<file path="config.mk">
export PLATFORM = sky130hd
export DESIGN_NAME = base64_stream_decoder
export DESIGN_NICKNAME = d
export VERILOG_FILES = /design/src/rtl/core/b64d_pkg.sv /design/src/rtl/core/b64d_front.sv /design/src/rtl/core/b64d_fifo.sv /design/src/rtl/core/b64d_back.sv /design/src/rtl/core/base64_stream_decoder.sv
export SDC_FILE = /design/constraint.sdc
export NUM_CORES = 1
export LEC_CHECK = 0
export ABC_CLOCK_PERIOD_IN_PS = 3000
export BUFFER_PORTS_ARGS = -buffer_cell sky130_fd_sc_hd__buf_2
export CAP_MARGIN = 20
export CORE_AREA = 8 8 128 130
export CTS_CLUSTER_SIZE = 25
export DETAILED_ROUTE_END_ITERATION = 7
export DIE_AREA = 0 0 136 138
export PLACE_DENSITY = 0.85
export SETUP_SLACK_MARGIN = 0.05
export SLEW_MARGIN = 20
export SYNTH_ARGS = -nofsm -noshare
export SYNTH_HDL_FRONTEND = slang
export SYNTH_SLANG_ARGS = --single-unit
</file>
<file path="constraint.sdc">
create_clock -name clk -period 3 [get_ports clk]
set_clock_uncertainty 0.1 [all_clocks]
set_input_delay 0.15 -clock clk [delete_from_list [all_inputs] [get_ports clk]]
set_output_delay 0.15 -clock clk [all_outputs]
set_load 0.03 [all_outputs]
</file>
<file path="src/rtl/core/b64d_pkg.sv">
// Shared types, constants and the character map of the base64 decoder.
package b64d_pkg;

  // Status codes carried on the end-of-string beat.
  localparam logic [1:0] STATUS_OK      = 2'd0;
  localparam logic [1:0] STATUS_INVALID = 2'd1;
  localparam logic [1:0] STATUS_LENGTH  = 2'd2;

  // Characters of interest.
  localparam logic [7:0] CHAR_UPPER_A = 8'h41;
  localparam logic [7:0] CHAR_UPPER_Z = 8'h5A;
  localparam logic [7:0] CHAR_LOWER_A = 8'h61;
  localparam logic [7:0] CHAR_LOWER_Z = 8'h7A;
  localparam logic [7:0] CHAR_DIGIT_0 = 8'h30;
  localparam logic [7:0] CHAR_DIGIT_9 = 8'h39;
  localparam logic [7:0] CHAR_PLUS    = 8'h2B;
  localparam logic [7:0] CHAR_SLASH   = 8'h2F;
  localparam logic [7:0] CHAR_PAD     = 8'h3D;

  // Offsets that move lower case and digits into their sextet range.
  localparam logic [7:0] LOWER_OFFSET = 8'd26;
  localparam logic [7:0] DIGIT_OFFSET = 8'd52;
  localparam logic [5:0] SEXTET_PLUS  = 6'd62;
  localparam logic [5:0] SEXTET_SLASH = 6'd63;

  // Group queue between front and back.
  localparam int QUEUE_DEPTH = 4;
  localparam int QPTR_W      = $clog2(QUEUE_DEPTH);
  localparam int QCNT_W      = $clog2(QUEUE_DEPTH + 1);

  // One input beat.
  typedef struct packed {
    logic [7:0] char_code;
    logic       last_char;
  } in_beat_t;

  // One result beat.
  typedef struct packed {
    logic [7:0] out_byte;
    logic       has_byte;
    logic       end_of_string;
    logic [1:0] status;
  } out_beat_t;

  // One group of up to three result beats, as the front hands it on.
  typedef struct packed {
    logic [2:0][7:0] bytes;   // bytes[0] goes out first
    logic [1:0]      count;   // number of beats, 1 to 3
    logic            has;     // beats carry bytes
    logic            eos;     // last beat closes the string
    logic [1:0]      status;  // status on the closing beat
  } group_t;

  // Sextet lookup result.
  typedef struct packed {
    logic       invalid;
    logic [5:0] sextet;
  } sextet_t;

  // Map one character of the alphabet to its sextet.
  function automatic sextet_t map_char(input logic [7:0] c);
    sextet_t r;
    r.invalid = 1'b0;
    r.sextet  = '0;
    if (c >= CHAR_UPPER_A && c <= CHAR_UPPER_Z) begin
      r.sextet = 6'(c - CHAR_UPPER_A);
    end else if (c >= CHAR_LOWER_A && c <= CHAR_LOWER_Z) begin
      r.sextet = 6'(c - CHAR_LOWER_A + LOWER_OFFSET);
    end else if (c >= CHAR_DIGIT_0 && c <= CHAR_DIGIT_9) begin
      r.sextet = 6'(c - CHAR_DIGIT_0 + DIGIT_OFFSET);
    end else if (c == CHAR_PLUS) begin
      r.sextet = SEXTET_PLUS;
    end else if (c == CHAR_SLASH) begin
      r.sextet = SEXTET_SLASH;
    end else begin
      r.invalid = 1'b1;
    end
    return r;
  endfunction

endpackage

</file>
<file path="src/rtl/core/b64d_front.sv">
// Front end: accepts characters, tracks group state and forms output groups.
module b64d_front import b64d_pkg::*; (
  input  logic     clk,
  input  logic     rst,
  input  logic     accept,
  input  in_beat_t item,
  output logic     grp_valid,
  output group_t   grp
);

  logic [17:0] sextet_buffer, sextet_buffer_next;
  logic [1:0]  group_position, group_position_next;
  logic [1:0]  length_mod_four, length_mod_four_next;
  logic        padding_seen, padding_seen_next;
  logic        aborted, aborted_next;

  sextet_t     map;
  logic        full_group;
  logic        abort_hit;
  logic [23:0] word;
  logic [1:0]  end_status;

  assign map  = map_char(item.char_code);
  assign word = {sextet_buffer, map.sextet};

  // Decode one character and decide what group it releases
  always_comb begin
    sextet_buffer_next   = sextet_buffer;
    group_position_next  = group_position;
    length_mod_four_next = length_mod_four + 2'd1;
    padding_seen_next    = padding_seen;
    aborted_next         = aborted;
    full_group           = 1'b0;
    abort_hit            = 1'b0;
    grp_valid            = 1'b0;
    grp                  = '0;
    end_status           = STATUS_OK;

    if (aborted) begin
      // swallow the rest of the string
      if (item.last_char) begin
        sextet_buffer_next   = '0;
        group_position_next  = '0;
        length_mod_four_next = '0;
        padding_seen_next    = 1'b0;
        aborted_next         = 1'b0;
      end
    end else begin
      if (!padding_seen) begin
        if (item.char_code == CHAR_PAD) begin
          padding_seen_next = 1'b1;
        end else if (map.invalid) begin
          abort_hit      = 1'b1;
          grp_valid      = 1'b1;
          grp.count      = 2'd1;
          grp.has        = 1'b0;
          grp.eos        = 1'b1;
          grp.status     = STATUS_INVALID;
          if (item.last_char) begin
            sextet_buffer_next   = '0;
            group_position_next  = '0;
            length_mod_four_next = '0;
            padding_seen_next    = 1'b0;
          end else begin
            aborted_next = 1'b1;
          end
        end else if (group_position == 2'd3) begin
          full_group          = 1'b1;
          grp.bytes[0]        = word[23:16];
          grp.bytes[1]        = word[15:8];
          grp.bytes[2]        = word[7:0];
          sextet_buffer_next  = '0;
          group_position_next = '0;
        end else begin
          sextet_buffer_next  = {sextet_buffer[11:0], map.sextet};
          group_position_next = group_position + 2'd1;
        end
      end

      if (!abort_hit) begin
        if (item.last_char) begin
          // close the string: flush a partial group and attach the status
          end_status = (length_mod_four_next != 2'd0) ? STATUS_LENGTH : STATUS_OK;
          grp_valid  = 1'b1;
          grp.eos    = 1'b1;
          grp.status = end_status;
          if (full_group) begin
            grp.count = 2'd3;
            grp.has   = 1'b1;
          end else if (group_position_next == 2'd2) begin
            grp.bytes[0] = sextet_buffer_next[11:4];
            grp.count    = 2'd1;
            grp.has      = 1'b1;
          end else if (group_position_next == 2'd3) begin
            grp.bytes[0] = sextet_buffer_next[17:10];
            grp.bytes[1] = sextet_buffer_next[9:2];
            grp.count    = 2'd2;
            grp.has      = 1'b1;
          end else begin
            grp.count = 2'd1;
            grp.has   = 1'b0;
          end
          sextet_buffer_next   = '0;
          group_position_next  = '0;
          length_mod_four_next = '0;
          padding_seen_next    = 1'b0;
        end else if (full_group) begin
          grp_valid  = 1'b1;
          grp.count  = 2'd3;
          grp.has    = 1'b1;
          grp.eos    = 1'b0;
          grp.status = STATUS_OK;
        end
      end
    end

    // only an accepted beat releases a group
    grp_valid = grp_valid & accept;
  end

  // Advance string state on each accepted beat
  always_ff @(posedge clk) begin
    if (rst) begin
      sextet_buffer   <= '0;
      group_position  <= '0;
      length_mod_four <= '0;
      padding_seen    <= 1'b0;
      aborted         <= 1'b0;
    end else if (accept) begin
      sextet_buffer   <= sextet_buffer_next;
      group_position  <= group_position_next;
      length_mod_four <= length_mod_four_next;
      padding_seen    <= padding_seen_next;
      aborted         <= aborted_next;
    end
  end

endmodule

</file>
<file path="src/rtl/core/b64d_fifo.sv">
// Short queue of decoded groups between the front and back ends.
module b64d_fifo import b64d_pkg::*; (
  input  logic   clk,
  input  logic   rst,
  input  logic   wr_en,
  input  group_t wr_data,
  output logic   full,
  input  logic   rd_en,
  output group_t rd_data,
  output logic   empty
);

  group_t              slots [QUEUE_DEPTH];
  logic [QPTR_W-1:0]   wr_ptr, rd_ptr;
  logic [QCNT_W-1:0]   count;
  logic                do_wr, do_rd;

  assign full    = (count == QCNT_W'(QUEUE_DEPTH));
  assign empty   = (count == '0);
  assign do_wr   = wr_en && !full;
  assign do_rd   = rd_en && !empty;
  assign rd_data = slots[rd_ptr];

  // Store incoming groups
  always_ff @(posedge clk) begin
    if (do_wr) begin
      slots[wr_ptr] <= wr_data;
    end
  end

  // Move pointers and occupancy
  always_ff @(posedge clk) begin
    if (rst) begin
      wr_ptr <= '0;
      rd_ptr <= '0;
      count  <= '0;
    end else begin
      if (do_wr) begin
        wr_ptr <= (wr_ptr == QPTR_W'(QUEUE_DEPTH - 1)) ? '0 : wr_ptr + 1'b1;
      end
      if (do_rd) begin
        rd_ptr <= (rd_ptr == QPTR_W'(QUEUE_DEPTH - 1)) ? '0 : rd_ptr + 1'b1;
      end
      unique case ({do_wr, do_rd})
        2'b10:   count <= count + 1'b1;
        2'b01:   count <= count - 1'b1;
        default: count <= count;
      endcase
    end
  end

endmodule

</file>
<file path="src/rtl/core/b64d_back.sv">
// Back end: splits queued groups into result beats behind an output register.
module b64d_back import b64d_pkg::*; (
  input  logic      clk,
  input  logic      rst,
  input  group_t    head,
  input  logic      head_empty,
  output logic      head_pop,
  output logic      empty,
  input  logic      pop,
  output out_beat_t result
);

  logic [1:0] beat_idx, beat_idx_next;
  logic       out_valid, out_valid_next;
  out_beat_t  out_beat, out_beat_next;
  logic       load;
  logic       final_beat;
  logic [7:0] pick;

  assign load       = !head_empty && (!out_valid || pop);
  assign final_beat = (beat_idx == head.count - 2'd1);
  assign empty      = !out_valid;
  assign result     = out_beat;

  // Select the byte for the current beat
  always_comb begin
    unique case (beat_idx)
      2'd0:    pick = head.bytes[0];
      2'd1:    pick = head.bytes[1];
      default: pick = head.bytes[2];
    endcase
  end

  // Form the next beat and step through the group
  always_comb begin
    out_beat_next               = out_beat;
    beat_idx_next               = beat_idx;
    head_pop                    = 1'b0;
    out_valid_next              = out_valid && !pop;
    if (load) begin
      out_valid_next              = 1'b1;
      out_beat_next.out_byte      = head.has ? pick : 8'd0;
      out_beat_next.has_byte      = head.has;
      out_beat_next.end_of_string = head.eos && final_beat;
      out_beat_next.status        = (head.eos && final_beat) ? head.status : STATUS_OK;
      if (final_beat) begin
        head_pop      = 1'b1;
        beat_idx_next = '0;
      end else begin
        beat_idx_next = beat_idx + 2'd1;
      end
    end
  end

  // Hold the beat until it is taken
  always_ff @(posedge clk) begin
    if (rst) begin
      out_valid <= 1'b0;
      beat_idx  <= '0;
    end else begin
      out_valid <= out_valid_next;
      beat_idx  <= beat_idx_next;
    end
  end

  always_ff @(posedge clk) begin
    out_beat <= out_beat_next;
  end

endmodule

</file>
<file path="src/rtl/core/base64_stream_decoder.sv">
// Top level of the streaming base64 decoder.
// Takes one base64 character per clock while full is low and gives at most one
// result beat per clock from a registered output. A character reaches the
// queue in the cycle it is accepted, then passes through the output register
// to the result ports. The back end drains one beat per cycle while pop is
// high, so a complete group of four characters gives three result beats; the
// four-group queue between the ends absorbs bursts, and full rises only when
// all four slots hold groups because the consumer has not kept up. Strings
// close with a beat marked end_of_string carrying ok, invalid character or
// bad length; an invalid character before padding ends it at once, swallowing the rest.
module base64_stream_decoder import b64d_pkg::*; (
  input  logic      clk,
  input  logic      rst,
  input  logic      push,
  output logic      full,
  input  in_beat_t  item,
  output logic      empty,
  input  logic      pop,
  output out_beat_t result
);

  logic   accept;
  logic   grp_valid;
  group_t grp;
  group_t head;
  logic   head_empty;
  logic   head_pop;

  assign accept = push && !full;

  b64d_front u_front (
    .clk       (clk),
    .rst       (rst),
    .accept    (accept),
    .item      (item),
    .grp_valid (grp_valid),
    .grp       (grp)
  );

  b64d_fifo u_fifo (
    .clk     (clk),
    .rst     (rst),
    .wr_en   (grp_valid),
    .wr_data (grp),
    .full    (full),
    .rd_en   (head_pop),
    .rd_data (head),
    .empty   (head_empty)
  );

  b64d_back u_back (
    .clk        (clk),
    .rst        (rst),
    .head       (head),
    .head_empty (head_empty),
    .head_pop   (head_pop),
    .empty      (empty),
    .pop        (pop),
    .result     (result)
  );

endmodule

</file>
==> results of run 1 <==
==> state kept, by name, indices dropped and copies added (netlist names), named ones only <==
register and count:
u_fifo.slots 120, u_front.sextet_buffer 18, u_back.result 12, u_fifo.count 3
u_back.beat_idx 2, u_fifo.rd_ptr 2, u_fifo.wr_ptr 2, u_front.group_position 2
u_front.length_mod_four 2, u_back.out_valid 1, u_front.aborted 1, u_front.padding_seen 1
==> cells in the mapped netlist (all sizes together), types with 9 or more instances <==
library cell / count / area (µm²)
mux4: 29 / 653
o21ai: 26 / 138
dfxtp: 36 / 721
nand2: 39 / 146
and2: 12 / 75.1
buf: 19 / 124
nor3: 14 / 103
inv: 23 / 86.3
nor2: 33 / 134
a21oi: 33 / 176
ha: 18 / 225
a22o: 21 / 184
o21a: 9 / 67.6
edfxtp: 132 / 3960
a22oi: 18 / 135
==> power by group <==
group	leakage [nW]	internal (mW)	switching, mW
Sequential	1.54	2.81	0.113
Combinational	1.40	0.641	1.01
Clock	0.308	1.35	0.958
==> per-stage QoR <==
stage	hold WS [ns]	util	worst slack, ns
6_report	0.0860	0.643	0.172
2_1_floorplan	0.228	-	0.0686
5_1_grt	0.125	0.643	0.0327
3_3_place_gp	0.318	0.597	-0.0456
3_5_place_dp	0.336	0.597	-0.109
4_1_cts	0.0788	0.642	0.180
==> layout make-up <==
class | count | share of cell area
multi-input combinational | 345 | 0.325
timing repair buffer | 77 | 0.0615
sequential | 168 | 0.509
inverter | 23 | 0.00979
tap | 184 | 0.0250
clock inverter | 15 | 0.0227
clock buffer | 17 | 0.0462
==> per-layer routing <==
layer,wire [µm],vias to the layer above,track usage
met4,343,0,0.0677
met1,7310,2610,0.255
met5,0,-,0
met3,1300,29,0.0424
met2,9230,267,0.324
li1,-,2356,-
==> worst max-delay path, stage by stage <==
cell,delay [ns]
buf_2,0.18
clkinvlp_4,0.18
ha_4,0.22
nand2b_4,0.15
a211oi_4,0.22
nor3_2,0.09
buf_4,0.19
o41ai_2,0.20
buf_4,0.26
mux2_2,0.34
o21ai_1,0.11
a221oi_1,0.51
buf_4,0.22
==> cell families (layout without fill, tap and decap cells) <==
| family | after synthesis | after routing |
|---|---|---|
| flip-flops | 168 | 168 |
| buffers and inverters | 49 | 132 |
| adder cells (fa/ha/maj) | 19 | 19 |
| AND/OR/NAND/NOR | 131 | 131 |
| multiplexers | 36 | 36 |
| XOR/XNOR | 3 | 3 |
| AO/OA/AOI/OAI | 156 | 156 |
==> worst paths after layout <==
path | from | end | slack (ns) | cells after the start
setup / recovery | item[2] | u_fifo.slots[0][8] | 0.17 | 13
hold / removal | push | u_front.length_mod_four[0] | 0.09 | 4
setup reg to reg | flip-flop | u_fifo.count[2] | 0.19 | 10
hold reg to reg | u_fifo.rd_ptr[1] | flip-flop | 0.39 | 2
==> repair_timing <==
item                                    CTS  global route
resized for setup                         0             1
endpoints found under the setup margin    0             1
hold buffers                              1             0
hold endpoints to repair                  1             0
==> results.yml, run 1 <==
finish:
  multi_input_area_mm2: 0.00299
  fin_area_mm2: 0.00920
  area_delta_synth_final_pct: 17.4
  final_cells: 829
  layout_commonest_cell: "edfxtp_1"
  layout_common_cells: "edfxtp_1, buf_4, nand2_1"
  final_nets: 664
  diodes: 0
  drive_above_1_share: 0.285
  ff_latch_area_mm2: 0.00469
  fillerInstances: 978
timing:
  clock.fmax_mhz: 354
  finalCritPeriodShare: 0.943
  hold_viol_final: 0
  fin_crit_ns: 2.83
  setup_tns_ns: 0
  tightest_slew_ns: 0.703
  rsz0062_at_grt: "false"
  setup_viol: 0
  slew_viol_final: 0
  slew_headroom: 0.526
grt:
  grt_max_degree: 31
  grt_pass1_vias: 5227
  grt_pass1_wl_um: 29100
  grt_usage: 0.198
  antenna_found_initial: 0
  grt_overflow: 0
placed_design:
  portBuffers: 26
  placedCellCount: 796
  hpwl_um: 11900
  place_area_mm2: 0.00855
  gp_congestion: 0.951
synthesis:
  avgSynthCellArea_um2: 13.9
  ys_seq_area_frac: 0.598
  synth_compound_area_frac: 0.151
  synth_top_family_by_area: "compound AO/OA/AOI/OAI gates"
  ys_types: 74
  synthMuxAreaShare: 0.0944
  synthSimpleGateAreaFrac: 0.0918
  synth_fp_nets: 594
  synth-adder-area-share: 0.0313
  netlist_area_mm2: 0.00783
  synth_xor_xnor_area_share: 0.00335
  synth_flop_cell: "edfxtp_1"
  async_flop_share: 0
  yosysWarnings: 0
  yosys_register_bits: 168
  netlist_instances: 562
  synth-edff-count: 132
critical_path:
  critPathLaunchType: "input port"
  critPathMaxFanout: 13
  end_kind: "flip-flop"
  cp.arrival_ns: 3.02
  cp.required_ns: 3.20
  critical_path_class: "input port to flip-flop"
power:
  power_mw: 6.88
  leakage_nw: 3.25
  power-per-cell-area_mw_per_mm2: 747
  peakVddDrop_mv: 0.392
cts:
  numCtsBuffers: 17
  cts_sinks: 168
  root_buffer: "clkbuf_16"
  cts_setup_buffers: 0
  cts.htree.levels: 4
  clock_path_buffers: 2
  cts_tree: "yes"
  clkTransAtPathRegs_ns: 0.07
  clock_latency_ns: 0.43
min_path:
  hold_path_class: "input port to flip-flop"
routing:
  via_per_inst: 6.35
  post_drt_wl_per_cell_um: 21.9
  vias: 5262
  ant_nets: 0
  drc: 0
  drt_first_pass_iters: 6
  wirelength_um: 18200
  drtIter0Drc: 530
floorplanning:
  die_y_um: 138
  die_x_um: 136
  die_area_mm2: 0.0188
  core_mm2: 0.0143
  num_rows: 44
  start_util: 0.547
  ios: 27
outcome:
  outcome: "finished, final reports clean"
job:
  max-cap-violations: 0
Power figures use the tool's default switching activity.
==> run 2, diff against run 1 <==
SETUP_SLACK_MARGIN = 0.3   (was 0.05)
==> results.yml, run 2 (same netlist as run 1, synthesis figures left out) <==
outcome:
  outcome: "finished, final reports clean"
routing:
  post_drt_wl_per_cell_um: 22.8
  wirelength_um: 19100
  ant_nets: 0
  drc: 0
  drtIter0Drc: 546
  via_per_inst: 6.50
  drt_first_pass_iters: 6
  vias: 5438
critical_path:
  critPathSlowestCell: "mux4_2"
  end_kind: "flip-flop"
  cp.arrival_ns: 2.99
  cp.required_ns: 3.26
  cp_cell_sequence: "mux4_2, xnor2_2, mux2i_2, nand2_2, inv_2, ha_4, fa_2, xnor2_2, or3_4, a21oi_2"
  cpPeakStageDelay_ns: 0.52
  rr_worst_depth: 10
  critPathLaunchType: "flip-flop"
  critical_path_class: "flip-flop to flip-flop"
  crit_buf_inv: 1
  cp.depth: 10
  critPathMaxFanout: 2
  crit_top_cell: "xnor2_2"
  critPathTopFamily: "multiplexers"
power:
  leakage_nw: 3.25
  peakVddDrop_mv: 0.363
  power_mw: 6.72
  power-per-cell-area_mw_per_mm2: 725
cts:
  cts_sinks: 168
  root_buffer: "clkbuf_16"
  numCtsBuffers: 17
  cts_tree: "yes"
  clkTransAtPathRegs_ns: 0.07
  cts.htree.levels: 4
  clock_path_buffers: 2
  clock_latency_ns: 0.42
finish:
  layout_common_cells: "edfxtp_1, buf_4, nand2_1"
  largest_reg_flops: 120
  area_delta_synth_final_pct: 18.3
  largest_register: "u_fifo.slots"
  diodes: 0
  drive_above_1_share: 0.311
  final_util: 0.647
  final_nets: 671
  final_cells: 836
  layout_commonest_cell: "edfxtp_1"
floorplanning:
  start_util: 0.547
  die_area_mm2: 0.0188
  die_x_um: 136
  num_rows: 44
  ios: 27
  core_mm2: 0.0143
  die_y_um: 138
grt:
  grt.met2_usage: 0.342
  grt_pass1_wl_um: 29800
  antenna_found_initial: 1
  grt_overflow: 0
  use_met3: 0.0417
  busiest_layer: "met2"
  grt_usage: 0.203
  grt_util_met1: 0.245
  grt_pass1_vias: 5526
  grt_max_degree: 31
timing:
  tightest_slew_ns: 0.778
  finalCritPeriodShare: 0.912
  slew_viol_final: 0
  fin_crit_ns: 2.74
  slew_headroom: 0.479
  setup_tns_ns: 0
  hold_viol_final: 0
  holdWs_ns: 0.108
  setup_viol: 0
  clock.fmax_mhz: 365
  rsz0062_at_grt: "true"
placed_design:
  gp_congestion: 0.902
  hpwl_um: 12500
  portBuffers: 26
  placedCellCount: 800
min_path:
  hold_path_class: "input port to flip-flop"
  holdPathStages: 4
job:
  max-cap-violations: 0
==> run 2: changes by cell type in the layout (fill, tap and decap cells not counted), moves of 3 or more <==
cell      delta
and2_1       -4
and2_2       +4
inv_8        -5
clkinv_2     +3
a221oi_1     -3
buf_4        +7
==> run 2: path summary, 6_finish.rpt <==
kind,from,endpoint,slack [ns]
setup / recovery,u_fifo.slots[3][5],u_fifo.count[2],0.26
hold / removal,push,u_front.length_mod_four[0],0.11
setup reg to reg,u_fifo.slots[3][5],u_fifo.count[2],0.26
hold reg to reg,u_front.sextet_buffer[4],u_front.sextet_buffer[4],0.41
==> run 2: final cells by class <==
class / count / area [µm²]
well taps: 184 / 230
repair buffers: 84 / 618
clock inverters: 11 / 97.6
flip-flops and latches: 168 / 4690
fillers: 981 / 5050
multi-input cells: 345 / 3080
inverters: 23 / 92.6
clock buffers: 21 / 460
==> run 2: worst min-delay path, stage by stage <==
cell,delay [ns]
buf_2,0.09
nand2b_1,0.12
a21oi_1,0.18
nor2_1,0.05
==> run 2: timing repair <==
item / 4_1_cts / 5_1_grt
setup buffers: 1 / 2
resized for setup: 2 / 12
endpoints found under the setup margin: 2 / 26
hold buffers: 1 / 0
gates cloned: 0 / 0
pin swaps: 2 / 4
endpoints found under the hold margin: 1 / 0
==> run 2: per-stage QoR <==
| step | instance area (µm²) | setup WS, ns |
|---|---|---|
| final | 9270 | 0.263 |
| after detailed placement | 8590 | -0.0692 |
| after CTS | 9180 | 0.260 |
| after global routing | 9270 | 0.203 |
| after floorplan | 7940 | 0.0695 |
| after global placement | 8590 | 0.00306 |
==> run 2: power breakdown <==
group / switching (mW) / leakage, nW / internal (mW)
clock: 0.865 / 0.267 / 1.18
sequential: 0.108 / 1.54 / 2.81
combinational: 1.06 / 1.44 / 0.688
total: 2.03 / 3.25 / 4.68
==> run 2: layer usage <==
metal	up-vias	part of all wire
li1	2364	-
met1	2679	0.38
met5	-	0.00042
met2	336	0.51
met4	2	0.027
met3	57	0.087
